$ cat config.mk
export PLATFORM = sky130hd
export DESIGN_NAME = cnv_fifo
export DESIGN_NICKNAME = d
export VERILOG_FILES = /design/src/rtl/core/cnv_fifo.sv
export SDC_FILE = /design/constraint.sdc
export NUM_CORES = 1
export LEC_CHECK = 0
export BUFFER_PORTS_ARGS = -buffer_cell sky130_fd_sc_hd__buf_2
export CAP_MARGIN = 15
export CORE_MARGIN = 3
export CORE_UTILIZATION = 30
export CTS_CLUSTER_DIAMETER = 30
export DETAILED_ROUTE_END_ITERATION = 6
export GPL_TIMING_DRIVEN = 1
export SLEW_MARGIN = 10
export SYNTH_ARGS = -nofsm -noshare
export SYNTH_HDL_FRONTEND = slang
export SYNTH_SLANG_ARGS = --single-unit
export TNS_END_PERCENT = 20
$ cat constraint.sdc
create_clock -name clk -period 2.5 [get_ports clk]
set_clock_uncertainty 0.05 [all_clocks]
set_input_delay 0.125 -clock clk [delete_from_list [all_inputs] [get_ports clk]]
set_output_delay 0.125 -clock clk [all_outputs]
set_load 0.05 [all_outputs]
$ cat src/rtl/core/cnv_fifo.sv
// small synchronous queue of any packed type
// no dependencies
module cnv_fifo #(
	parameter type T = logic,
	parameter int DEPTH = 4
) (
	input  logic clk,
	input  logic arst_n,
	input  logic push,
	input  T     din,
	output logic full,
	input  logic pop,
	output T     dout,
	output logic empty
);
	localparam int PW = (DEPTH > 1) ? $clog2(DEPTH) : 1;

	T               mem_q [DEPTH];
	logic [PW-1:0]  head_q;
	logic [PW-1:0]  tail_q;
	logic [PW:0]    count_q;
	logic           do_push;
	logic           do_pop;

	assign full    = (count_q == (PW+1)'(DEPTH));
	assign empty   = (count_q == '0);
	assign do_push = push && !full;
	assign do_pop  = pop && !empty;
	assign dout    = mem_q[head_q];

	always_ff @(posedge clk) begin
		if (do_push) begin
			mem_q[tail_q] <= din;
		end
	end

	always_ff @(posedge clk or negedge arst_n) begin
		if (!arst_n) begin
			head_q  <= '0;
			tail_q  <= '0;
			count_q <= '0;
		end else begin
			if (do_push) begin
				tail_q <= (tail_q == PW'(DEPTH - 1)) ? '0 : tail_q + PW'(1);
			end
			if (do_pop) begin
				head_q <= (head_q == PW'(DEPTH - 1)) ? '0 : head_q + PW'(1);
			end
			case ({do_push, do_pop})
				2'b10:   count_q <= count_q + (PW+1)'(1);
				2'b01:   count_q <= count_q - (PW+1)'(1);
				default: count_q <= count_q;
			endcase
		end
	end
endmodule

==> results.json <==
{
  "outcome": "complete, no violations",
  "yosys.area.top_type_share": 0.278,
  "hold_end": "mem_q[2]",
  "drtIter0Drc": 4,
  "reg2regPathDepth": 9,
  "crit_required_ns": 2.64,
  "clkSinkCount": 11,
  "ys_seq_elements": 11,
  "antenna_found_initial": 0,
  "register_area_um2": 295,
  "max_freq_mhz": 502,
  "postPlaceCellArea_um2": 696,
  "power_density_nw_per_um2": 1220,
  "vias": 332,
  "syn2layout_area_growth_pct": 16.3,
  "port-buffer-count": 7,
  "top_layer": "met4",
  "vias_per_cell": 4.05,
  "r2r_end": "count_q[2]",
  "setup_viol": 0,
  "rrSetupSlack_ns": 0.51,
  "fin_crit_sh": 0.796,
  "clk_latency_ns": 0.26,
  "fp.dieW_um": 51.8,
  "syn-instance-count": 45,
  "cp_data_arrival_time_ns": 2.13,
  "yosys_warnings": 0,
  "period_needed_ns": 1.99,
  "crit_family": "adder cells",
  "post-route-cell-area_um2": 732,
  "grt_max_degree": 8,
  "row_count": 15,
  "synth_area_leaders": "dfrtp_1 (28%), edfxtp_1 (19%), ha_1 (12%), mux2_4 (7.2%), and2_2 (4.8%)",
  "htree_levels": 1,
  "multi_input_area_um2": 308,
  "synthFlopType": "dfrtp_1",
  "overflow": 0,
  "dieArea_um2": 2680,
  "crit_path_top_delay_cell": "dfrtp_1",
  "io_pins": 8,
  "hold_class": "in -> reg",
  "synth-edff-count": 4,
  "start_util": 0.339,
  "end_kind": "flop",
  "rsz0062_at_grt": "false",
  "route.met2.wl_um": 338,
  "finalNetCount": 70,
  "route.met3.wl_um": 12,
  "clk_transition_reported_paths_ns": 0.06,
  "cp_max_fo": 7,
  "crit_type": "reg -> reg",
  "cts_made_buffers": 3,
  "grt_pass1_vias": 331,
  "power.leakage_nw": 0.350,
  "crit_chain": "nor3b_4 -> nor2b_4 -> inv_1 -> ha_1 -> inv_1 -> fa_1 -> xor2_1 -> nor2_1 -> xor2_1",
  "nFillCells": 181,
  "tightest_slew_ns": 0.248,
  "synthArstFlopShare": 0.636,
  "setup-tns-final_ns": 0,
  "cp-start-kind": "flop",
  "worstHoldStart": "din",
  "root_buffer": "clkbuf_4",
  "startpoint": "count_q[0]",
  "grt_use_total": 0.0765,
  "synth_cell_types": 17,
  "avgSynthCellArea_um2": 14.0,
  "maxCapViolCount": 0,
  "cts_tree": "built",
  "coreArea_um2": 1860,
  "syn_area_um2": 629,
  "synth_common_cells": "dfrtp_1 (7), inv_1 (7), ha_1 (6), and2_2 (4), edfxtp_1 (4)",
  "hpwl_um": 619,
  "final_antenna_net_count": 0,
  "ir_drop_uv": 447,
  "path_buf_inv": 2,
  "first_pass_iters": 2,
  "syn_nets": 57,
  "wl_per_cell_um": 9.49,
  "place.gp.congestion": 0.710,
  "clock_path_buffers": 2,
  "drc": 0,
  "die_h_um": 51.8,
  "drt_wl_total_um": 778,
  "place_inst": 77,
  "yosysTopAreaCell": "dfrtp_1",
  "diodes": 0,
  "final_hold_viol_count": 0,
  "timing.rr.start": "count_q[0]",
  "post_layout_nonfiller_instances": 82,
  "drive_gt1_frac": 0.404,
  "max-slew-margin-rel": 0.836,
  "wl_met1_um": 404,
  "drv_slew": 0,
  "whs_path_depth": 1,
  "ys_seq_area_frac": 0.469,
  "grt_pass1_wl_um": 1420,
  "critPathMaxStageDelay_ns": 0.45
}
==> through the flow <==
step	setup slack [ns]	total power (W)	hold slack (ns)	utilization
2_1_floorplan	0.131	0.000708	-0.221	-
3_3_place_gp	0.551	0.000781	-0.0847	0.374
5_1_grt	0.323	0.000983	0.0241	0.394
4_1_cts	0.485	0.000908	0.0234	0.394
3_5_place_dp	0.504	0.000784	-0.0794	0.374
6_report	0.509	0.000892	0.0362	0.394
==> repair_timing <==
| action | CTS | global route |
|---|---|---|
| buffers inserted | 0 | 0 |
| hold buffers | 1 | 0 |
| resized for setup | 0 | 0 |
| endpoints found under the hold margin | 7 | 0 |
==> how the worst max path moves through the flow <==
stage / endpoint / cells after the start / slack [ns]
after floorplan: count_q[2] / 9 / 0.13
after global placement: count_q[2] / 9 / 0.55
after detailed placement: count_q[2] / 9 / 0.50
after CTS: count_q[2] / 9 / 0.48
after global routing: count_q[2] / 9 / 0.32
final: count_q[2] / 9 / 0.51
==> report_power, final <==
| part | internal, W | switching, W |
|---|---|---|
| Combinational | 0.000215 | 0.000221 |
| Clock | 0.0000616 | 0.0000526 |
| Sequential | 0.000265 | 0.0000778 |
| Total | 0.000541 | 0.000351 |
==> logic make-up (layout without fill, tap and decap cells) <==
kind of cell,Yosys count,after routing,synth area share
XOR/XNOR,3,3,0.0418
adder cells (fa/ha/maj),7,7,0.151
AND/OR/NAND/NOR,11,11,0.155
buffers and inverters,7,19,0.0418
flip-flops,11,11,0.469
multiplexers,6,6,0.141
==> cell usage in the layout (no fill, tap or decap), drive strengths merged <==
| cell | instances |
|---|---|
| nor2 | 3 |
| fa | 1 |
| mux4 | 1 |
| mux2i | 1 |
| inv | 7 |
| nor3 | 1 |
| clkbuf | 4 |
| buf | 7 |
| mux2 | 4 |
| dlygate4sd3 | 1 |
| ha | 6 |
| nand2b | 1 |
| xnor2 | 1 |
| nor2b | 1 |
| nor3b | 1 |
| xor2 | 2 |
| edfxtp | 4 |
| and2 | 4 |
| dfrtp | 7 |
==> flip-flops by register name (all words and copies together) (netlist names) <==
| signal | flops |
|---|---|
| mem_q | 4 |
| count_q | 3 |
| tail_q | 2 |
| head_q | 2 |
==> cell type report <==
type	instances	share of cell area
repair buffers	8	0.0615
clock buffers	4	0.0359
multi-input cells	27	0.421
well taps	25	0.0427
inverters	7	0.0359
flip-flops and latches	11	0.403
==> layer usage <==
metal / vias up / GRT usage
met2: 4 / 0.0932
met3: 2 / 0.0258
met1: 155 / 0.104
met5: - / 0
li1: 171 / -
met4: 0 / 0.0655
==> worst reg2reg max path: cells and delay by family (launching register included) <==
family | cells | cell delay (ns)
XOR/XNOR | 2 | 0.30
AND/OR/NAND/NOR | 3 | 0.45
adder cells (fa/ha/maj) | 2 | 0.55
buffers and inverters | 2 | 0.12
flip-flops | 1 | 0.45
(Power assumes the default switching activity.)
