<file path="src/rtl/core/cnv_pkg.sv">
// shared types, constants and helper functions for the 2-d convolution unit
// no dependencies
package cnv_pkg;

	localparam int POS_W = 16;
	typedef logic signed [POS_W-1:0] pos_t;

	localparam logic [1:0] SHAPE_FULL  = 2'd0;
	localparam logic [1:0] SHAPE_SAME  = 2'd1;
	localparam logic [1:0] SHAPE_VALID = 2'd2;

	typedef enum logic [2:0] {
		REG_SHAPE_MODE    = 3'd0,
		REG_IMAGE_ROWS    = 3'd1,
		REG_IMAGE_COLS    = 3'd2,
		REG_KERNEL_HEIGHT = 3'd3,
		REG_KERNEL_WIDTH  = 3'd4
	} cfg_reg_t;

	typedef struct packed {
		logic [1:0]  shape_mode;
		logic [10:0] image_rows;
		logic [10:0] image_cols;
		logic [2:0]  kernel_height;
		logic [2:0]  kernel_width;
	} cfg_t;

	// one entry of the front-to-back queue
	typedef struct packed {
		logic               is_sample;
		logic [4:0]         coef_index;
		logic signed [15:0] coef_value;
		logic signed [15:0] sample;
		pos_t               row;
		pos_t               col;
		logic [3:0]         row_mod;
		logic               emit;
		pos_t               plo;
		pos_t               phi;
		pos_t               qlo;
		pos_t               qhi;
		pos_t               p0;
		pos_t               q0;
		pos_t               p_last;
		pos_t               q_last;
		pos_t               kh;
		pos_t               kw;
	} task_t;

	typedef struct packed {
		logic [10:0]        out_row;
		logic [10:0]        out_col;
		logic signed [39:0] value;
		logic               last;
		logic               frame_done;
	} result_t;

	typedef enum logic [2:0] {
		B_IDLE,
		B_OSTART,
		B_TAP,
		B_DRAIN,
		B_RESULT
	} back_state_t;

	function automatic pos_t clamp_size(logic [10:0] v, int hi);
		pos_t r;
		if (v == 11'd0) begin
			r = pos_t'(1);
		end else if (int'(v) > hi) begin
			r = pos_t'(hi);
		end else begin
			r = pos_t'(v);
		end
		return r;
	endfunction

	function automatic pos_t region_first(logic [1:0] mode, pos_t k);
		pos_t r;
		case (mode)
			SHAPE_SAME:  r = (k - pos_t'(1)) - ((k - pos_t'(1)) >>> 1);
			SHAPE_VALID: r = k - pos_t'(1);
			default:     r = pos_t'(0);
		endcase
		return r;
	endfunction

	function automatic pos_t region_count(logic [1:0] mode, pos_t n, pos_t k);
		pos_t r;
		case (mode)
			SHAPE_SAME:  r = n;
			SHAPE_VALID: r = n - k + pos_t'(1);
			default:     r = n + k - pos_t'(1);
		endcase
		return r;
	endfunction

endpackage

</file>
<file path="src/rtl/core/cnv_front.sv">
// front end: tracks the raster position and works out which outputs each sample completes
// depends on cnv_pkg
module cnv_front import cnv_pkg::*; #(
	parameter int MAX_KERNEL = 5,
	parameter int MAX_COLS   = 1024,
	parameter int MAX_ROWS   = 1024
) (
	input  logic               clk,
	input  logic               arst_n,
	input  cfg_t               cfg,
	input  logic               push,
	input  logic               action,
	input  logic [4:0]         coef_index,
	input  logic signed [15:0] coef_value,
	input  logic signed [15:0] sample,
	input  logic               q_full,
	output logic               q_push,
	output task_t              q_data
);
	localparam int RCW = $clog2(MAX_ROWS);
	localparam int CCW = $clog2(MAX_COLS);
	localparam int KMW = (MAX_KERNEL > 1) ? $clog2(MAX_KERNEL) : 1;

	logic [RCW-1:0] row_q;
	logic [CCW-1:0] col_q;
	logic [KMW-1:0] rmod_q;

	pos_t rows_c, cols_c, kh_c, kw_c;
	pos_t r, c, p0, q0, dr, dc, p_last, q_last;
	pos_t plo, phi_raw, phi, qlo, qhi_raw, qhi;
	logic restart;
	logic [KMW-1:0] rm;
	pos_t c_next, r_next;

	assign rows_c = clamp_size(cfg.image_rows, MAX_ROWS);
	assign cols_c = clamp_size(cfg.image_cols, MAX_COLS);
	assign kh_c   = clamp_size({8'd0, cfg.kernel_height}, MAX_KERNEL);
	assign kw_c   = clamp_size({8'd0, cfg.kernel_width}, MAX_KERNEL);

	// a register change may leave the position outside the image
	assign restart = (pos_t'(row_q) >= rows_c) || (pos_t'(col_q) >= cols_c);
	assign r  = restart ? pos_t'(0) : pos_t'(row_q);
	assign c  = restart ? pos_t'(0) : pos_t'(col_q);
	assign rm = restart ? '0 : rmod_q;

	assign p0     = region_first(cfg.shape_mode, kh_c);
	assign q0     = region_first(cfg.shape_mode, kw_c);
	assign dr     = region_count(cfg.shape_mode, rows_c, kh_c);
	assign dc     = region_count(cfg.shape_mode, cols_c, kw_c);
	assign p_last = p0 + dr - pos_t'(1);
	assign q_last = q0 + dc - pos_t'(1);

	// last row and last column also finish the border outputs past the image
	assign phi_raw = (r == rows_c - pos_t'(1)) ? rows_c + kh_c - pos_t'(2) : r;
	assign qhi_raw = (c == cols_c - pos_t'(1)) ? cols_c + kw_c - pos_t'(2) : c;
	assign plo = (r < p0) ? p0 : r;
	assign qlo = (c < q0) ? q0 : c;
	assign phi = (phi_raw > p_last) ? p_last : phi_raw;
	assign qhi = (qhi_raw > q_last) ? q_last : qhi_raw;

	assign c_next = c + pos_t'(1);
	assign r_next = r + pos_t'(1);

	assign q_push = push && !q_full;

	always_comb begin
		q_data            = '0;
		q_data.is_sample  = action;
		q_data.coef_index = coef_index;
		q_data.coef_value = coef_value;
		q_data.sample     = sample;
		q_data.row        = r;
		q_data.col        = c;
		q_data.row_mod    = 4'(rm);
		q_data.emit       = (plo <= phi) && (qlo <= qhi);
		q_data.plo        = plo;
		q_data.phi        = phi;
		q_data.qlo        = qlo;
		q_data.qhi        = qhi;
		q_data.p0         = p0;
		q_data.q0         = q0;
		q_data.p_last     = p_last;
		q_data.q_last     = q_last;
		q_data.kh         = kh_c;
		q_data.kw         = kw_c;
	end

	always_ff @(posedge clk or negedge arst_n) begin
		if (!arst_n) begin
			row_q  <= '0;
			col_q  <= '0;
			rmod_q <= '0;
		end else if (q_push && action) begin
			if (c_next >= cols_c) begin
				col_q <= '0;
				if (r_next >= rows_c) begin
					row_q  <= '0;
					rmod_q <= '0;
				end else begin
					row_q  <= RCW'(r_next);
					rmod_q <= (rm == KMW'(MAX_KERNEL - 1)) ? '0 : rm + KMW'(1);
				end
			end else begin
				col_q  <= CCW'(c_next);
				row_q  <= RCW'(r);
				rmod_q <= rm;
			end
		end
	end
endmodule

</file>
<file path="config.mk">
export PLATFORM = sky130hd
export DESIGN_NAME = cnv_front
export DESIGN_NICKNAME = d
export VERILOG_FILES = /design/src/rtl/core/cnv_pkg.sv /design/src/rtl/core/cnv_front.sv
export SDC_FILE = /design/constraint.sdc
export NUM_CORES = 1
export LEC_CHECK = 0
export ABC_AREA = 1
export ABC_CLOCK_PERIOD_IN_PS = 17100
export BUFFER_PORTS_ARGS = -buffer_cell sky130_fd_sc_hd__buf_2
export CORE_UTILIZATION = 46
export CTS_CLUSTER_SIZE = 20
export DETAILED_ROUTE_END_ITERATION = 7
export PLACE_DENSITY = 0.72
export SYNTH_ARGS = -nofsm -noshare
export SYNTH_HDL_FRONTEND = slang
export SYNTH_SLANG_ARGS = --single-unit
export TNS_END_PERCENT = 5
</file>
<file path="constraint.sdc">
create_clock -name clk -period 17.1 [get_ports clk]
set_input_delay 3.42 -clock clk [delete_from_list [all_inputs] [get_ports clk]]
set_output_delay 3.42 -clock clk [all_outputs]
set_load 0.02 [all_outputs]
</file>
==> flow_summary.json, run 1 <==
{
  "worstPathMaxFanout": 18,
  "n_antenna_cell": 0,
  "numClockSinks": 23,
  "critPathLaunchType": "primary input",
  "layout_min_cycle_time_ns": 15.99,
  "ys_top_cells_by_count": "422 x nand2_1, 365 x inv_1, 269 x ha_1",
  "place_hpwl_mm": 36.3,
  "tritoncts": "yes",
  "max_stage_delay_ns": 0.37,
  "die_area_sq_um": 28800,
  "wl_per_cell_um": 16.5,
  "io_pins": 308,
  "status": "completed",
  "place.gp.congestion": 0.992,
  "synth_flop_cell": "dfrtp_1",
  "timing_hold_violations_final": 0,
  "antenna_found_initial": 1,
  "viasPerCell": 5.45,
  "synth_top_cell_by_area": "ha_1",
  "synthCells": 2094,
  "overflow": 0,
  "grt_usage": 0.286,
  "dpl-instance-area_sq_um": 13700,
  "leakage_nw": 8.08,
  "synth.most_common_cell": "nand2_1",
  "clock_tree.buffer_depth": 2,
  "maxSlewViolCount": 0,
  "ir_drop_v": 0.000101,
  "die_y_um": 170,
  "drt_iter0_markers": 1117,
  "yosysSeqAreaShare": 0.0445,
  "cpMaxStageDelayCell": "nor4_1",
  "total_power_mw": 1.94,
  "relSlewSlack": 0.444,
  "cp_common_cell": "nand2_1",
  "end_kind": "output port",
  "dr.pass1.iters": 6,
  "syn2layout_area_growth_pct": 6.25,
  "crit_type": "primary input to output port",
  "max_freq_mhz": 62.5,
  "syn_avg_cell_area_sq_um": 6.18,
  "placed_cells": 2579,
  "numCtsBuffers": 3,
  "grt_max_degree": 55,
  "worst_pin_slew_ns": 0.833,
  "fin_cells": 2584,
  "fin_tns_setup_ns": 0,
  "synth_area_leaders": "ha_1 26%, nand2_1 12%, inv_1 11%",
  "grt_pass1_vias": 12600,
  "drt_wl_total_mm": 42.8,
  "chipWidth_um": 170,
  "cts.clk_slew.worst_paths_ns": 0.06,
  "start_util": 0.467,
  "portBuffers": 194,
  "pre_cts_ws_ns": 0.928,
  "synth_seq_cells": 23,
  "critPathRequiredTime_ns": 13.68,
  "root_buffer": "clkbuf_16",
  "drc": 0,
  "grt_pass1_wl_mm": 65.6,
  "synth_top_area_frac": 0.260,
  "ys_types": 64,
  "async_flop_share": 1.00,
  "postLayoutCoreUtil": 0.497,
  "postCtsSetupBuffers": 0,
  "clock_latency_ns": 0.26,
  "skew_ns": 0.00422,
  "num_rows": 61,
  "core_sq_um": 27700,
  "setup_slack_ns": 1.11,
  "fin_crit_sh": 0.935,
  "drv_cap": 0,
  "grt_setup_unrepaired": "false",
  "nets": 2557,
  "p_per_area_nw_per_um2": 141,
  "syn-cell-area_sq_um": 12900,
  "yosysWarnings": 0,
  "arrival_ns": 12.57,
  "setup-violations-final": 0,
  "drive_above_1_share": 0.128,
  "hold_slack_ns": 0.546,
  "postRouteAntennaNets": 0,
  "htree_levels": 1,
  "synth_edf_count": 0,
  "vias": 14100,
  "finish.instance_area_sq_um": 13800,
  "hold_path_class": "flip-flop to flip-flop"
}
==> per-layer routing <==
| layer | part of all wire | global-route usage |
|---|---|---|
| met2 | 0.43 | 0.455 |
| met3 | 0.080 | 0.0268 |
| met4 | 0.020 | 0.0642 |
| met5 | 0.00019 | 0 |
| met1 | 0.47 | 0.412 |
==> state kept, by name, summed over array words and instances, names as in the netlist <==
name and cells:
row_q 10, col_q 10, rmod_q 3
==> final timing paths <==
check                                      start                     to  slack [ns]  cells after the start
max                                      cfg[19]            q_data[160]        1.11                     55
min reg2reg                rmod_q[0]$_DFFE_PN0P_  rmod_q[0]$_DFFE_PN0P_        0.55                      2
max reg2reg                 col_q[5]$_DFFE_PN0P_  rmod_q[2]$_DFFE_PN0P_       11.13                     27
min                        rmod_q[0]$_DFFE_PN0P_  rmod_q[0]$_DFFE_PN0P_        0.55                      2
min in group asynchronous                 arst_n   col_q[7]$_DFFE_PN0P_        3.16                      1
max in group asynchronous                 arst_n  rmod_q[1]$_DFFE_PN0P_       13.56                      1
==> power breakdown <==
part	internal, mW	switching (mW)
combinational	0.580	1.22
clock	0.0319	0.0202
sequential	0.0715	0.0153
total	0.683	1.26
==> kinds of logic (layout without fill, tap and decap cells) <==
family | Yosys count | count (layout) | synth area share
xor+xnor | 68 | 68 | 0.0466
other cells | 2 | 43 | 0.000580
fa+ha+maj | 278 | 278 | 0.274
compound gates | 359 | 359 | 0.162
simple gates | 841 | 841 | 0.286
flops | 23 | 23 | 0.0445
buf+inv | 523 | 594 | 0.186
==> cells in the final DEF, fill, tap and decap left out, types with 10 or more instances in the layout <==
| cell type | netlist | final |
|---|---|---|
| nand4_1 | 38 | 38 |
| buf_2 | 3 | 194 |
| dfrtp_1 | 23 | 23 |
| nor3_1 | 29 | 29 |
| xor2_1 | 57 | 57 |
| a31oi_1 | 14 | 14 |
| o21ai_0 | 72 | 72 |
| inv_2 | 15 | 15 |
| o21a_1 | 11 | 11 |
| ha_1 | 269 | 269 |
| nor2_2 | 12 | 12 |
| nor2_1 | 184 | 184 |
| o21ai_1 | 51 | 51 |
| o22ai_1 | 19 | 19 |
| buf_4 | 113 | 12 |
| inv_1 | 365 | 364 |
| a21oi_1 | 119 | 119 |
| xnor2_1 | 10 | 10 |
| nand2_1 | 422 | 421 |
| o211ai_1 | 13 | 13 |
| nand3_1 | 99 | 99 |
| conb_1 | 2 | 43 |
==> layout make-up <==
cell class | count | area (sq um)
Multi-Input combinational cell | 1589 | 10100
Sequential cell | 23 | 576
Timing Repair Buffer | 206 | 1060
Inverter | 383 | 1440
Clock buffer | 4 | 78.8
Fill cell | 2929 | 13900
Tap cell | 378 | 473
Timing Repair inverter | 1 | 7.51
==> critical path, delay by kind of cell <==
kind / cells / cell delay [ns]
AND/OR/NAND/NOR: 29 / 4.25
AO/OA/AOI/OAI: 9 / 1.69
adder cells (fa/ha/maj): 5 / 1.50
buffers and inverters: 9 / 1.04
XOR/XNOR: 3 / 0.66
==> what timing repair did <==
| item | CTS | global route |
|---|---|---|
| endpoints found under the setup margin | 0 | 1 |
| resized for setup | 0 | 4 |
| hold buffers | 0 | 0 |
Power figures use the tool's default switching activity.
==> run 2, diff against run 1 <==
--- a/constraint.sdc
+++ b/constraint.sdc
@@ -3,2 +3,2 @@
 set_output_delay 3.42 -clock clk [all_outputs]
-set_load 0.02 [all_outputs]
+set_load 0.005 [all_outputs]
==> flow_summary.json, run 2 (synthesized netlist as in run 1, its figures left out) <==
{
  "status": "completed",
  "start_util": 0.467,
  "wl_per_cell_um": 16.6,
  "crit_type": "primary input to output port",
  "postCtsSetupBuffers": 0,
  "num_rows": 61,
  "grt_max_degree": 55,
  "grt_pass1_wl_mm": 66.8,
  "hold_path_class": "flip-flop to flip-flop",
  "multi_input_area_sq_um": 10100,
  "numCtsBuffers": 3,
  "placed_cells": 2578,
  "reg_top3": "col_q (10), row_q (10), rmod_q (3)",
  "nets": 2556,
  "viasPerCell": 5.42,
  "fin_cells": 2584,
  "p_per_area_nw_per_um2": 126,
  "critPathRequiredTime_ns": 13.68,
  "vias": 14000,
  "max_stage_delay_ns": 0.52,
  "arrival_ns": 12.57,
  "drt_wl_total_mm": 42.8,
  "drt_iter0_markers": 1221,
  "grt_usage": 0.290,
  "relSlewSlack": 0.472,
  "portBuffers": 194,
  "place_hpwl_mm": 36.4,
  "die_y_um": 170,
  "root_buffer": "clkbuf_16",
  "final_cell_mix": "421 x nand2_1, 364 x inv_1, 269 x ha_1",
  "end_kind": "output port",
  "max_freq_mhz": 62.5,
  "regArea_sq_um": 576,
  "grt_setup_unrepaired": "false",
  "clock_latency_ns": 0.26,
  "cp_common_cell": "nand2_1",
  "fill_cells": 2896,
  "overflow": 0,
  "htree_levels": 1,
  "drv_cap": 0,
  "postRouteAntennaNets": 0,
  "setup-violations-final": 0,
  "tritoncts": "yes",
  "fin_crit_sh": 0.935,
  "core_sq_um": 27700,
  "clock_tree.buffer_depth": 2,
  "die_area_sq_um": 28800,
  "syn2layout_area_growth_pct": 6.22,
  "cpMaxStageDelayCell": "nor2_1",
  "critPathLaunchType": "primary input",
  "leakage_nw": 8.08,
  "drive_above_1_share": 0.128,
  "chipWidth_um": 170,
  "drc": 0,
  "skew_ns": 0.00295,
  "grt_pass1_vias": 12800,
  "dr.pass1.iters": 6,
  "mostFrequentLayoutCell": "nand2_1",
  "ir_drop_v": 0.0000768,
  "layout_min_cycle_time_ns": 15.99,
  "worst_pin_slew_ns": 0.791,
  "timing_hold_violations_final": 0,
  "antenna_found_initial": 1,
  "reg2reg_slack_ns": 11.30,
  "fin_tns_setup_ns": 0,
  "worstPathMaxFanout": 18,
  "io_pins": 308,
  "place.gp.congestion": 0.985,
  "cts.clk_slew.worst_paths_ns": 0.06,
  "maxSlewViolCount": 0,
  "numClockSinks": 23
}
-- run 2: changes by cell type in the layout (fill, tap and decap cells not counted) --
cell	delta
diode_2	+1
clkinv_2	+1
buf_4	-1
clkbuf_1	-1
-- run 2: path summary, 6_finish.rpt --
| path | startpoint | to | cells past startpoint |
|---|---|---|---|
| min in group asynchronous | arst_n | col_q[8]$_DFFE_PN0P_ | 1 |
| max in group asynchronous | arst_n | row_q[3]$_DFFE_PN0P_ | 1 |
| worst max register to register | col_q[5]$_DFFE_PN0P_ | rmod_q[2]$_DFFE_PN0P_ | 27 |
| worst max-delay path | cfg[25] | q_data[160] | 53 |
| worst min register to register | rmod_q[0]$_DFFE_PN0P_ | rmod_q[0]$_DFFE_PN0P_ | 2 |
| worst min-delay path | rmod_q[0]$_DFFE_PN0P_ | rmod_q[0]$_DFFE_PN0P_ | 2 |
-- run 2: layout make-up --
cell class,count,share of cell area
antenna,1,0.000182
clock buffer,3,0.00546
clock inverter,1,0.000364
inverter,383,0.105
multi-input combinational,1589,0.736
sequential,23,0.0418
tap,378,0.0344
timing repair buffer,205,0.0766
timing repair inverter,1,0.000546
-- run 2: power breakdown --
group / switching [mW] / internal (mW)
registers: 0.0155 / 0.0715
logic: 1.02 / 0.575
clock network: 0.0203 / 0.0315
-- run 2: metal layers --
metal / track usage / wire length, um
met1: 0.419 / 20300
met2: 0.459 / 18400
met3: 0.0264 / 3330
met4: 0.0729 / 811
met5: 0 / 13
-- run 2: timing repair --
item / CTS / global route
endpoints found under the setup margin: 0 / 1
resized for setup: 0 / 4
endpoints found under the hold margin: 0 / 0
hold buffers: 0 / 0
-- run 2: metrics by stage --
step | instance area, sq um | power [mW] | util | hold slack (ns) | setup slack [ns]
6_report | 13800 | 1.73 | 0.496 | 0.550 | 1.11
5_1_grt | 13800 | 1.92 | 0.496 | 0.588 | 0.151
4_1_cts | 13700 | 1.70 | 0.496 | 0.551 | 0.930
3_5_place_dp | 13700 | 1.64 | 0.493 | 0.537 | 0.969
3_3_place_gp | 13700 | 1.61 | 0.493 | 0.531 | 1.25
2_1_floorplan | 13100 | 1.16 | - | 0.487 | 2.46
-- run 2: critical path, delay by kind of cell --
kind	cells	cell delay, ns
compound gates	9	1.65
simple gates	27	4.27
fa+ha+maj	6	1.65
xor+xnor	3	0.68
buf+inv	8	0.92
